`src/rtl/core/lptf_pkg.sv`:
```
// ----------------------------------------------------------------------------
// lptf_pkg
// Shared constants and control/status types of the tail framer core.
// ----------------------------------------------------------------------------
package lptf_pkg;

    localparam int MAX_FRAME_LEN = 64;
    localparam int ADDR_W        = $clog2(MAX_FRAME_LEN);
    localparam int CNT_W         = $clog2(MAX_FRAME_LEN + 1);
    localparam logic [7:0] END_BYTE = 8'hAA;

    // controller to datapath
    typedef struct packed {
        logic              rx_en;
        logic              rd_en;
        logic [ADDR_W-1:0] rd_addr;
        logic              rd_last;
    } lptf_cmd_t;

    // datapath to controller
    typedef struct packed {
        logic              frame_done;
        logic [ADDR_W-1:0] frame_len;
        logic              rd_space;
    } lptf_status_t;

endpackage

```
`src/rtl/core/lptf_ram.sv`:
```
// ----------------------------------------------------------------------------
// lptf_ram
// Generic single-write, single-read RAM with registered read data.
// ----------------------------------------------------------------------------
module lptf_ram #(
    parameter int WIDTH = 8,
    parameter int DEPTH = 64
) (
    input  logic                     aclk,
    input  logic                     we,
    input  logic [$clog2(DEPTH)-1:0] waddr,
    input  logic [WIDTH-1:0]         wdata,
    input  logic                     re,
    input  logic [$clog2(DEPTH)-1:0] raddr,
    output logic [WIDTH-1:0]         rdata
);

    logic [WIDTH-1:0] mem [DEPTH];

    always_ff @(posedge aclk) begin
        if (we) begin
            mem[waddr] <= wdata;
        end
        if (re) begin
            rdata <= mem[raddr];
        end
    end

endmodule

```
`src/rtl/core/lptf_ctrl.sv`:
```
// ----------------------------------------------------------------------------
// lptf_ctrl
// Receive / replay sequencer of the tail framer.
// ----------------------------------------------------------------------------
module lptf_ctrl (
    input  logic                 aclk,
    input  logic                 aresetn,
    input  lptf_pkg::lptf_status_t status,
    output lptf_pkg::lptf_cmd_t    cmd
);

    typedef enum logic {
        ST_RECV,
        ST_PLAY
    } state_t;

    state_t                      state_reg, state_next;
    logic [lptf_pkg::ADDR_W-1:0] rd_idx_reg, rd_idx_next;
    logic [lptf_pkg::ADDR_W-1:0] last_idx_reg, last_idx_next;

    always_comb begin
        state_next    = state_reg;
        rd_idx_next   = rd_idx_reg;
        last_idx_next = last_idx_reg;
        cmd.rx_en     = 1'b0;
        cmd.rd_en     = 1'b0;
        cmd.rd_addr   = rd_idx_reg;
        cmd.rd_last   = (rd_idx_reg == last_idx_reg);
        unique case (state_reg)
            ST_RECV: begin
                cmd.rx_en = 1'b1;
                if (status.frame_done) begin
                    last_idx_next = status.frame_len;
                    rd_idx_next   = '0;
                    state_next    = ST_PLAY;
                end
            end
            ST_PLAY: begin
                cmd.rd_en = status.rd_space;
                if (status.rd_space) begin
                    if (cmd.rd_last) begin
                        state_next = ST_RECV;
                    end else begin
                        rd_idx_next = rd_idx_reg + 1'b1;
                    end
                end
            end
            default: state_next = ST_RECV;
        endcase
    end

    always_ff @(posedge aclk) begin
        if (!aresetn) begin
            state_reg <= ST_RECV;
        end else begin
            state_reg <= state_next;
        end
        rd_idx_reg   <= rd_idx_next;
        last_idx_reg <= last_idx_next;
    end

endmodule

```
`src/rtl/core/lptf_dp.sv`:
```
// ----------------------------------------------------------------------------
// lptf_dp
// Frame store, fill counter and two-word output buffer of the tail framer.
// ----------------------------------------------------------------------------
module lptf_dp (
    input  logic                   aclk,
    input  logic                   aresetn,
    input  lptf_pkg::lptf_cmd_t    cmd,
    output lptf_pkg::lptf_status_t status,
    input  logic                   s_tvalid,
    input  logic [7:0]             s_tdata,
    output logic                   m_tvalid,
    input  logic                   m_tready,
    output logic [7:0]             m_tdata,
    output logic                   m_tlast
);

    logic [lptf_pkg::CNT_W-1:0]  count_reg, count_next;
    logic [lptf_pkg::ADDR_W-1:0] len_reg, len_next;
    logic                        in_fire;
    logic                        store_full;
    logic                        ram_we;
    logic [7:0]                  ram_rdata;

    logic                        rd_vld_reg;
    logic                        rd_last_reg;
    logic [7:0]                  buf_data_reg [2];
    logic                        buf_last_reg [2];
    logic                        wr_ptr_reg, rd_ptr_reg;
    logic [1:0]                  buf_cnt_reg, buf_cnt_next;
    logic                        pop;
    logic [2:0]                  occupancy;

    assign in_fire    = cmd.rx_en && s_tvalid;
    assign store_full = (count_reg >= lptf_pkg::CNT_W'(lptf_pkg::MAX_FRAME_LEN));

    always_comb begin
        count_next        = count_reg;
        len_next          = len_reg;
        ram_we            = 1'b0;
        status.frame_done = 1'b0;
        if (in_fire) begin
            if (count_reg == '0) begin
                // length word, oversized ones are ignored
                if ({1'b0, s_tdata} <= 9'(lptf_pkg::MAX_FRAME_LEN - 1)) begin
                    ram_we     = 1'b1;
                    len_next   = s_tdata[lptf_pkg::ADDR_W-1:0];
                    count_next = lptf_pkg::CNT_W'(1);
                end
            end else if (store_full) begin
                count_next = '0;
            end else begin
                ram_we = 1'b1;
                if (s_tdata == lptf_pkg::END_BYTE
                        && count_reg[lptf_pkg::ADDR_W-1:0] == len_reg) begin
                    status.frame_done = 1'b1;
                    count_next        = '0;
                end else begin
                    count_next = count_reg + 1'b1;
                end
            end
        end
    end

    assign status.frame_len = len_reg;

    lptf_ram #(
        .WIDTH (8),
        .DEPTH (lptf_pkg::MAX_FRAME_LEN)
    ) u_store (
        .aclk  (aclk),
        .we    (ram_we),
        .waddr (count_reg[lptf_pkg::ADDR_W-1:0]),
        .wdata (s_tdata),
        .re    (cmd.rd_en),
        .raddr (cmd.rd_addr),
        .rdata (ram_rdata)
    );

    // reads in flight plus buffered words never exceed the buffer depth
    assign pop       = m_tvalid && m_tready;
    assign occupancy = {1'b0, buf_cnt_reg} + {2'b00, rd_vld_reg} - {2'b00, pop};
    assign status.rd_space = (occupancy < 3'd2);

    always_comb begin
        buf_cnt_next = buf_cnt_reg;
        case ({rd_vld_reg, pop})
            2'b10:   buf_cnt_next = buf_cnt_reg + 1'b1;
            2'b01:   buf_cnt_next = buf_cnt_reg - 1'b1;
            default: buf_cnt_next = buf_cnt_reg;
        endcase
    end

    assign m_tvalid = (buf_cnt_reg != 2'd0);
    assign m_tdata  = buf_data_reg[rd_ptr_reg];
    assign m_tlast  = buf_last_reg[rd_ptr_reg];

    always_ff @(posedge aclk) begin
        if (!aresetn) begin
            count_reg   <= '0;
            rd_vld_reg  <= 1'b0;
            buf_cnt_reg <= 2'd0;
            wr_ptr_reg  <= 1'b0;
            rd_ptr_reg  <= 1'b0;
        end else begin
            count_reg   <= count_next;
            rd_vld_reg  <= cmd.rd_en;
            buf_cnt_reg <= buf_cnt_next;
            if (rd_vld_reg) begin
                wr_ptr_reg <= ~wr_ptr_reg;
            end
            if (pop) begin
                rd_ptr_reg <= ~rd_ptr_reg;
            end
        end
        len_reg     <= len_next;
        rd_last_reg <= cmd.rd_last;
        if (rd_vld_reg) begin
            buf_data_reg[wr_ptr_reg] <= ram_rdata;
            buf_last_reg[wr_ptr_reg] <= rd_last_reg;
        end
    end

endmodule

```
`src/rtl/core/length_prefixed_tail_framer_core.sv`:
```
// ----------------------------------------------------------------------------
// length_prefixed_tail_framer_core
// Collects length-prefixed frames closed by an end word and replays them.
// ----------------------------------------------------------------------------
// s_ channel carries received words, one per handshake. The first word of a
// frame is its length L (L above 63 is skipped); once L words are held and
// the next word is 0xAA, the frame of L+1 words goes out on the m_ channel
// with m_tlast on the end word.
// While receiving, a word is taken every cycle. The word that closes a frame
// starts replay: the first output word passes the state register, the
// registered read port of the frame store and the output buffer, then one
// word per cycle follows as long as m_tready stays high. s_tready is low
// while the store is read out and rises again while the last two words may
// still sit in the output buffer.
// A stalled receiver holds the current word; reads stop once two words are
// buffered and resume as soon as it takes one.
// Reset empties the fill count and the output buffer; the store contents
// are not cleared and are never read before being written.
// ----------------------------------------------------------------------------
module length_prefixed_tail_framer_core (
    input  logic       aclk,
    input  logic       aresetn,
    input  logic       s_tvalid,
    output logic       s_tready,
    input  logic [7:0] s_tdata,   // [7:0] in_byte
    output logic       m_tvalid,
    input  logic       m_tready,
    output logic [7:0] m_tdata,   // [7:0] out_byte
    output logic       m_tlast
);

    lptf_pkg::lptf_cmd_t    cmd;
    lptf_pkg::lptf_status_t status;

    assign s_tready = cmd.rx_en;

    lptf_ctrl u_ctrl (
        .aclk    (aclk),
        .aresetn (aresetn),
        .status  (status),
        .cmd     (cmd)
    );

    lptf_dp u_dp (
        .aclk     (aclk),
        .aresetn  (aresetn),
        .cmd      (cmd),
        .status   (status),
        .s_tvalid (s_tvalid),
        .s_tdata  (s_tdata),
        .m_tvalid (m_tvalid),
        .m_tready (m_tready),
        .m_tdata  (m_tdata),
        .m_tlast  (m_tlast)
    );

endmodule

```
`config.mk`:
```
export PLATFORM = sky130hd
export DESIGN_NAME = length_prefixed_tail_framer_core
export DESIGN_NICKNAME = d
export VERILOG_FILES = /design/src/rtl/core/lptf_pkg.sv /design/src/rtl/core/lptf_ram.sv /design/src/rtl/core/lptf_ctrl.sv /design/src/rtl/core/lptf_dp.sv /design/src/rtl/core/length_prefixed_tail_framer_core.sv
export SDC_FILE = /design/constraint.sdc
export NUM_CORES = 1
export LEC_CHECK = 0
export ABC_AREA = 1
export BUFFER_PORTS_ARGS = -buffer_cell sky130_fd_sc_hd__buf_2
export CORE_ASPECT_RATIO = 0.75
export CORE_UTILIZATION = 63
export DETAILED_ROUTE_END_ITERATION = 10
export MAX_ROUTING_LAYER = met4
export PLACE_DENSITY = 0.79
export SYNTH_ARGS = -nofsm -noshare
export SYNTH_HDL_FRONTEND = slang
export SYNTH_SLANG_ARGS = --single-unit
```
`constraint.sdc`:
```
create_clock -name aclk -period 7.6 [get_ports aclk]
set_clock_uncertainty 0.05 [all_clocks]
set_input_delay 0.76 -clock aclk [delete_from_list [all_inputs] [get_ports aclk]]
set_output_delay 0.76 -clock aclk [all_outputs]
set_load 0.01 [all_outputs]
```
[Word-level counts from Yosys, hierarchy flattened]
Memory sizes are Yosys's and may differ from the RTL's. A register that Yosys moved wholly into a read port is not among the register bits.
Cells that the tools add are included.
Storage, ports and cells
  flip-flop bits (word level): 32
  bits in writable memories: 530
  input bits: 12
  output and inout port bits: 11
  logic and storage cells: 75
  memories kept: 3
Memory list
  u_dp.u_store.mem: depth 64, width 8, read ports 1, clocked after Yosys merged registers in 1, write ports 1, RTL line lptf_ram.sv:18  | logic [WIDTH-1:0] mem [DEPTH];
  u_dp.buf_data_reg: depth 2, width 8, read ports 1, clocked after Yosys merged registers in 1, write ports 1, RTL line lptf_dp.sv:27  | logic [7:0] buf_data_reg [2];
  u_dp.buf_last_reg: depth 2, width 1, read ports 1, clocked after Yosys merged registers in 1, write ports 1, RTL line lptf_dp.sv:28  | logic buf_last_reg [2];
Operators by class
  $add $sub $neg: 6
  order comparisons: 3
  equal/unequal tests: 9
  muxes and demuxes: 31
  bitwise logic cells: 3
  reduce and logical (&&, ||, !) cells: 10
Operators with widths (count)
  $mux W7: 4
  $mux W1: 21
  $mux W6: 3
  $eq A6 B6 Y1: 2
  $pmux W6 S2: 1
  $eq A8 B8 Y1 const B: 1
  $le A8 B6 Y1 const B: 1
  $add A7 B1 Y7 const B: 1
  $ge A7 B7 Y1 const B: 1
  $logic_not A7 Y1: 1
  $add A6 B1 Y6 const B: 1
  $ne A2 B2 Y1 const B: 3
  $reduce_and A3 Y1: 2
  $pmux W2 S2: 1
  $reduce_and A2 Y1: 2
  $reduce_bool A2 Y1: 2
  $add A2 B1 Y3: 1
  $logic_and A1 B1 Y1: 3
  $lt A3 B2 Y1 const B: 1
  $not A1 Y1: 3
  $sub A3 B1 Y3: 1
  $add A2 B1 Y2 const B: 1
  $eq A2 B1 Y1 const B: 1
  $eq A2 B2 Y1 const B: 1
  3 further kinds: 3

[Longest topological paths before layout]
Gate-level depths: netlist (run 1).
  depth after elaboration: 8
  depth in mapped cells: 14
  mapped depth without buffers: 14

[By module]
From an unflattened synthesis (run 1), not the netlist that was laid out.
Unflattened totals
  cell total of the unflattened synthesis: 2056
  area total of the unflattened synthesis: 23809.1 sq um
Modules (own cells, without submodules)
  lptf_ram: times used 1, cells each 1805, area each 21419.3 sq um, sequential area each 15615.0 sq um
  lptf_dp: times used 1, cells each 177, area each 1749.2 sq um, sequential area each 1001.0 sq um
  lptf_ctrl: times used 1, cells each 74, area each 640.6 sq um, sequential area each 380.4 sq um

[Worst setup path after synthesis (run 1)]
OpenSTA, ideal clock, no wires.
  path kind: input to register
  from: input m_tready
  to: register u_ctrl.rd_idx_reg[0] (netlist name), enable pin
  setup time: 377 ps
  arrival: 2686 ps
  data required time: 7173 ps
  setup slack: 4487 ps
  stages: 10
  path buffers: 0
  cells stage by stage: nand2_1 -> inv_1 -> ha_1 -> nor2_1 -> inv_1 -> fa_1 -> o21ai_0 -> a21oi_1 -> nand2_1 -> o21ai_0
On the way
  longest elaborated chain between the ends: 5
RTL lines
  start, declared: RTL line length_prefixed_tail_framer_core.sv:27  | input logic m_tready,
  $logic_and A1 B1 Y1: RTL line lptf_dp.sv:81  | assign pop = m_tvalid && m_tready;
  via u_dp.pop: RTL line lptf_dp.sv:31  | logic pop;
  $sub A3 B1 Y3: RTL line lptf_dp.sv:82  | assign occupancy = {1'b0, buf_cnt_reg} + {2'b00, rd_vld_reg} - {2'b00, pop};
  $lt A3 B2 Y1: RTL line lptf_dp.sv:83  | assign status.rd_space = (occupancy < 3'd2);
  $ne A2 B1 Y1 (no line)
  $reduce_and A3 Y1 (no line)
  end signal, assigned: RTL line lptf_ctrl.sv:58  | rd_idx_reg <= rd_idx_next;
  end, declared: RTL line lptf_ctrl.sv:18  | logic [lptf_pkg::ADDR_W-1:0] rd_idx_reg, rd_idx_next;
The timed path passes the listed nets, and every way through them passes these cells.
A chain may end at the register's enable or synchronous reset.

==> summary.txt, run 1 <==
Placement
  • Setup slack at placement: approximately 4.0 ns
  • Routability Congestion: 0.996
  • I/O Buffers: 22
  • DP Wirelength: ~35,000 um

Clock network
  • Max Root-Sink Buffers: 3
  • # hold bufs at CTS: 0
  • Post-CTS setup buffer count: 0
  • CTS sink count: ~570
  • H-tree lvl count: 2
  • Clock Tree Root: clkbuf_16
  • Post-CTS sizing: 0
  • Reg clk slew, reported paths: 0.07 ns
  • CTS buffer count: 50
  • CTS tree: built
  • Worst-skew pair later-pin latency: just under 0.6 ns

Timing
  • Final setup margin: 3.87 ns
  • Worst slew pin tran: around 1.3 ns
  • Final period utilization: a little under 50%
  • RSZ-0062 raised after global routing: no
  • Setup violations, final: 0
  • Final-report max-slew violation count: 0
  • Total Neg Setup Slack: 0 ns
  • Fmax: ~270 MHz
  • Rel. slew slack: between 10 and 15%
  • Final Hold Violating Endpoints: 0
  • Minimum clock period: ~3.7 ns
  • Hold WS: 0.411 ns

Power
  • P_leak: ~10 nW
  • Total power: slightly above 6 mW
  • Worst vdd ir: ~0.00022 V
  • Pwr/cell area: approximately 240 nW/um^2

Synth
  • Post-synthesis sequential area ratio: between 70 and 80%
  • Synth area leaders: edfxtp_1 69%, nand2_1 12%, nand3_1 5.8%
  • Most instantiated cells after synthesis: 744 x nand2_1, 556 x edfxtp_1, 282 x nand3_1
  • Post-synth top area cell: edfxtp_1
  • Yosys cell types: 30
  • Post-Syn Area: approximately 24,000 um^2
  • Main synth FF type: edfxtp_1
  • Cell count after synthesis: roughly 2,200
  • Avg Cell Area, Syn: 10.9 um^2
  • #FFs+latches synth: between 500 and 600
  • Most frequent cell after synthesis: nand2_1
  • Yosys top cell area share: 69.0%
  • Post-synth EDFFs: ~560
  • Synth warn: 0
  • Syn nets: 2,248
  • Synth async-reset ratio: 0%

Floorplan
  • Initial Util: 64.6%
  • Chip Width: 228 um
  • Row Count: slightly above 60
  • Core area: between 30,000 and 40,000 um^2
  • # IOs: 23
  • Die ar.: a little under 40,000 um^2
  • Die height: roughly 170 um

GRT
  • GRT Resource Usage Total: around 31%
  • First-pass GRT wire length: 87,800 um
  • Initial antenna violation count: 1
  • Vias in the first global route: ~15,000
  • GRT overflow: 0
  • Largest net degree at the start of global routing: around 150

Route
  • 1st-iter DRT viols: 2,491
  • Vias per cell: between 5 and 6
  • Final ANT Viol Nets: 0
  • Drc violations: 0
  • Drt total wl: just under 60,000 um
  • Via count: ~16,000
  • DR pass1 iterations: 6
  • Routed len/inst: roughly 21 um

Setup path
  • Reg2reg start: u_ctrl.rd_idx_reg[0]$_SDFFCE_PN0P_
  • CP Launch Type: register
  • Critical path startpoint: u_ctrl.rd_idx_reg[0]$_SDFFCE_PN0P_
  • Crit path DAT: just under 4 ns
  • Worst-path fanout max: roughly 110
  • Critical path type: reg2reg
  • Req. time, crit path: slightly below 8 ns
  • Worst setup EP type: register

Hold path
  • HP Class: reg2reg
  • Worst min-delay path startpoint: u_dp.rd_ptr_reg$_SDFFE_PN0P_

Layout
  • Area Overhead vs Synth: 8.57%
  • Register area: around 17,000 um^2
  • Layout cells sized above 1: under 10%
  • Core Util, Final: 70.1%
  • Area of the multi-input gates: roughly 6000 um^2
  • Final net count: ~2,200
  • Max reg flops: around 510
  • Filler Cells Inserted: approximately 2,600

Outcome
  • Outcome: finished clean

Run
  • Max_cap viols: 0
==> stage by stage <==
stage	instances	instance area [um^2]
2_1_floorplan	2230	24200
3_3_place_gp	2666	24600
3_5_place_dp	2666	24600
4_1_cts	2760	26300
5_1_grt	2761	26300
6_report	2761	26300
==> routing by layer <==
| layer | track usage, % | wire length [um] | share of wire (%) |
|---|---|---|---|
| met5 | - | 0 | 0 |
| met4 | 10.7 | 1680 | 2.9 |
| met3 | 8.52 | 8300 | 14 |
| met2 | 45.3 | 25600 | 44 |
| met1 | 43.1 | 23000 | 39 |
==> logic make-up (layout without fill, tap and decap cells) <==
| logic type | Yosys count | count (layout) | share of synthesized area (%) |
|---|---|---|---|
| adders and majority gates | 6 | 6 | 0.341 |
| buffers and inverters | 316 | 342 | 5.10 |
| xor gates and xnor gates | 7 | 7 | 0.253 |
| AOI/OAI and AO/OA | 104 | 104 | 2.43 |
| muxes | 9 | 9 | 0.419 |
| DFF | 571 | 571 | 70.2 |
| and+or+nand+nor | 1217 | 1217 | 21.2 |
| other | 0 | 1 | 0 |
==> critical path, stage by stage (launching register included) <==
cell and delay [ns]:
edfxtp_1 0.44, buf_4 0.69, buf_4 0.97, xnor2_1 0.17, nand2_1 0.11, nor2_1 0.06, nand2_1 0.05, inv_1 0.05
o21ai_0 0.63
==> power by group <==
group	internal, mW	switching (mW)	total [mW]
logic	0.0356	0.132	0.167
clock network	1.43	1.11	2.54
registers	3.46	0.0133	3.48
total	4.93	1.26	6.19
==> area by class of cell <==
cell class,instances,share of cell area (%)
inverter,205,2.97
sequential,571,64.7
timing repair buffer,43,1.02
clock buffer,69,5.35
antenna,1,0.00953
multi-input combinational,1343,22.7
tap,504,2.40
clock inverter,25,0.838
==> worst paths after layout <==
path / end / slack [ns] / depth (start not counted)
max: u_ctrl.rd_idx_reg[4]$_SDFFCE_PN0P_ / 3.87 / 8
min: u_dp.rd_ptr_reg$_SDFFE_PN0P_ / 0.41 / 1
max reg2reg: u_ctrl.rd_idx_reg[4]$_SDFFCE_PN0P_ / 3.87 / 8
min reg2reg: u_dp.rd_ptr_reg$_SDFFE_PN0P_ / 0.41 / 1
==> layout by cell type, fill, tap and decap left out, drive strengths merged, types with 3 or more instances in the layout <==
cell / Yosys / layout
edfxtp: 556 / 556
nor3: 4 / 4
xor2: 3 / 3
clkinv: 2 / 22
nor2: 173 / 173
o21ai: 29 / 29
clkbuf: 57 / 69
xnor2: 4 / 4
inv: 203 / 202
bufinv: 0 / 4
dfxtp: 15 / 15
mux2: 9 / 9
nand4: 7 / 7
buf: 54 / 43
nand3: 284 / 284
nand2: 747 / 747
o211ai: 25 / 25
ha: 5 / 5
a21oi: 50 / 50
Note: power is estimated with default switching activity, not from simulation.
==> run 2, diff against run 1 <==
--- a/config.mk
+++ b/config.mk
@@ -8,10 +8,10 @@
 export ABC_AREA = 1
 export BUFFER_PORTS_ARGS = -buffer_cell sky130_fd_sc_hd__buf_2
 export CORE_ASPECT_RATIO = 0.75
-export CORE_UTILIZATION = 63
+export CORE_UTILIZATION = 57
 export DETAILED_ROUTE_END_ITERATION = 10
 export MAX_ROUTING_LAYER = met4
-export PLACE_DENSITY = 0.79
+export PLACE_DENSITY = 0.76
 export SYNTH_ARGS = -nofsm -noshare
 export SYNTH_HDL_FRONTEND = slang
 export SYNTH_SLANG_ARGS = --single-unit
==> constraint.sdc (replaced) <==
create_clock -name aclk -period 3 [get_ports aclk]
set_clock_uncertainty 0.05 [all_clocks]
set_input_delay 0.3 -clock aclk [delete_from_list [all_inputs] [get_ports aclk]]
set_output_delay 0.3 -clock aclk [all_outputs]
set_load 0.01 [all_outputs]
==> summary.txt, run 2 (synthesis results as in run 1) <==
Layout
  • Most common cell after layout, fill and taps aside: nand2_1 (unchanged)
  • Antenna diodes: 0 (was 1)
  • Final net count: 2,317 (was 2,232)
  • Most frequent cells in the layout: 744 x nand2_1, 556 x edfxtp_1, 282 x nand3_1 (unchanged)
  • Final cell count without fillers: 2,900 (was 2,761)
  • Max reg flops: 512 (unchanged)
  • Layout cells sized above 1: 10.3% (was 6.74%)
  • Filler Cells Inserted: 2,983 (was 2,627)
  • Core Util, Final: 65.8% (was 70.1%)
  • Area Overhead vs Synth: 12.3% (was 8.57%)

Hold path
  • Worst Hold End: u_ctrl.state_reg$_SDFF_PN0_ (was u_dp.rd_ptr_reg$_SDFFE_PN0P_)
  • HP Class: in2reg (was reg2reg)
  • Worst min-delay path startpoint: s_tvalid (was u_dp.rd_ptr_reg$_SDFFE_PN0P_)
  • Worst Hold Depth: 5 (was 1)

Timing
  • RSZ-0062 raised after global routing: no (unchanged)
  • Fmax: 361 MHz (was 268 MHz)
  • Minimum clock period: 2.77 ns (was 3.73 ns)
  • Rel. slew slack: 36.1% (was 11.1%)
  • Final Hold Violating Endpoints: 0 (unchanged)
  • Setup violations, final: 0 (unchanged)
  • Final-report max-slew violation count: 0 (unchanged)
  • Total Neg Setup Slack: 0 ns (unchanged)
  • Final period utilization: 92.4% (was 49.0%)
  • Worst slew pin tran: 0.959 ns (was 1.33 ns)

Placement
  • Inst Count DP: 2,804 (was 2,666)
  • I/O Buffers: 22 (unchanged)
  • DP Wirelength: 36,600 um (was 35,000 um)
  • Routability Congestion: 0.988 (was 0.996)

Setup path
  • Worst R2R Setup Slack: 0.23 ns (was 3.87 ns)
  • RR Endpoint: u_ctrl.rd_idx_reg[2]$_SDFFCE_PN0P_ (was u_ctrl.rd_idx_reg[4]$_SDFFCE_PN0P_)
  • Reg2reg start: u_dp.buf_cnt_reg[1]$_SDFFE_PN0N_ (was u_ctrl.rd_idx_reg[0]$_SDFFCE_PN0P_)
  • Critical path type: reg2reg (unchanged)
  • Worst Reg-to-Reg Cells: 13 (was 8)
  • Worst-path fanout max: 6 (was 113)
  • Crit path DAT: 3.02 ns (was 3.89 ns)
  • CP Launch Type: register (unchanged)
  • Worst setup EP type: register (unchanged)
  • Req. time, crit path: 3.24 ns (was 7.76 ns)

Route
  • Via count: 16,700 (was 16,300)
  • Routed len/inst: 21.1 um (was 21.2 um)
  • Drc violations: 0 (unchanged)
  • Drt total wl: 61,300 um (was 58,700 um)
  • Final ANT Viol Nets: 0 (unchanged)
  • Vias per cell: 5.77 (was 5.90)
  • DR pass1 iterations: 6 (unchanged)
  • 1st-iter DRT viols: 2,657 (was 2,491)

GRT
  • Vias in the first global route: 16,300 (was 15,200)
  • GRT overflow: 0 (unchanged)
  • Largest net degree at the start of global routing: 166 (was 146)
  • Initial antenna violation count: 0 (was 1)
  • First-pass GRT wire length: 93,400 um (was 87,800 um)
  • GRT Resource Usage Total: 29.7% (was 31.3%)

Clock network
  • CTS sink count: 571 (unchanged)
  • Worst-skew pair later-pin latency: 0.58 ns (was 0.59 ns)
  • Clock Tree Root: clkbuf_16 (unchanged)
  • Max Root-Sink Buffers: 3 (unchanged)
  • CTS tree: built (unchanged)
  • CTS buffer count: 51 (was 50)
  • H-tree lvl count: 2 (unchanged)
  • Reg clk slew, reported paths: 0.07 ns (about the same)

Floorplan
  • Row Count: 64 (was 61)
  • Die height: 180 um (was 172 um)
  • # IOs: 23 (unchanged)
  • Chip Width: 240 um (was 228 um)
  • Initial Util: 58.6% (was 64.6%)
  • Die ar.: 43,300 um^2 (was 39,200 um^2)
  • Core area: 41,300 um^2 (was 37,500 um^2)

Run
  • Max_cap viols: 0 (unchanged)

Power
  • P_leak: 10.5 nW (was 9.96 nW)
  • Total power: 16.1 mW (was 6.19 mW)
  • Worst vdd ir: 0.000475 V (was 0.000215 V)
  • Pwr/cell area: 593 nW/um^2 (was 235 nW/um^2)

Outcome
  • Outcome: finished clean (unchanged)
-- run 2: layer usage --
layer | part of all wire (%) | vias up | GRT usage (%)
li1 | - | 7590 | -
met1 | 41 | 8005 | 42.8
met2 | 44 | 1007 | 42.9
met3 | 12 | 131 | 5.62
met4 | 3.1 | 0 | 9.40
met5 | 0 | - | -
-- run 2: how the worst max path moves through the flow --
stage                                     start                                 end  slack [ns]  depth (start not counted)
3_3_place_gp   u_dp.buf_cnt_reg[1]$_SDFFE_PN0N_  u_ctrl.rd_idx_reg[3]$_SDFFCE_PN0P_        0.23                         13
5_1_grt        u_dp.buf_cnt_reg[1]$_SDFFE_PN0N_  u_ctrl.rd_idx_reg[2]$_SDFFCE_PN0P_        0.01                         13
3_5_place_dp   u_dp.buf_cnt_reg[1]$_SDFFE_PN0N_  u_ctrl.rd_idx_reg[3]$_SDFFCE_PN0P_        0.19                         13
4_1_cts        u_dp.buf_cnt_reg[1]$_SDFFE_PN0N_  u_ctrl.rd_idx_reg[2]$_SDFFCE_PN0P_        0.17                         13
6_report       u_dp.buf_cnt_reg[1]$_SDFFE_PN0N_  u_ctrl.rd_idx_reg[2]$_SDFFCE_PN0P_        0.23                         13
2_1_floorplan  u_dp.buf_cnt_reg[1]$_SDFFE_PN0N_  u_ctrl.rd_idx_reg[0]$_SDFFCE_PN0P_        0.11                         12
-- run 2: layout make-up --
cell class                 count  area (um^2)  area share, %
clock buffer                  59         1330           4.88
clock inverter                34          419           1.54
inverter                     205          781           2.87
multi-input combinational   1343         5980           22.0
sequential                   571        17000           62.5
tap                          561          702           2.58
timing repair buffer         127          978           3.60
-- run 2: critical path: stages, from the launching register on --
cell     delay [ns]
dfxtp_2        0.37
inv_1          0.08
nand2_1        0.08
nand2_1        0.05
inv_1          0.13
ha_4           0.23
nor2_1         0.10
inv_1          0.07
fa_1           0.54
o21ai_0        0.12
a21oi_1        0.21
nand2_1        0.12
o21ai_1        0.15
buf_4          0.17
-- run 2: through the flow --
stage	instance area, um^2	hold slack (ns)	setup WS, ns
floorplan	24200	0.349	0.110
global placement	25400	0.384	0.231
detailed placement	25400	0.388	0.191
CTS	27200	0.165	0.171
global route	27200	0.204	0.0119
finish	27200	0.194	0.227
-- run 2: timing repair --
item,CTS,global route
endpoints found under the setup margin,0,14
hold buffers,2,0
buffers inserted,0,1
endpoints found under the hold margin,6,0
gates resized for setup,0,3
-- run 2: report_power, final --
part           leakage [nW]  total (mW)  internal (mW)  switching, mW
combinational          4.49       0.464          0.104          0.360
clock                 0.837        6.86           3.95           2.90
sequential             5.14        8.80           8.78         0.0235
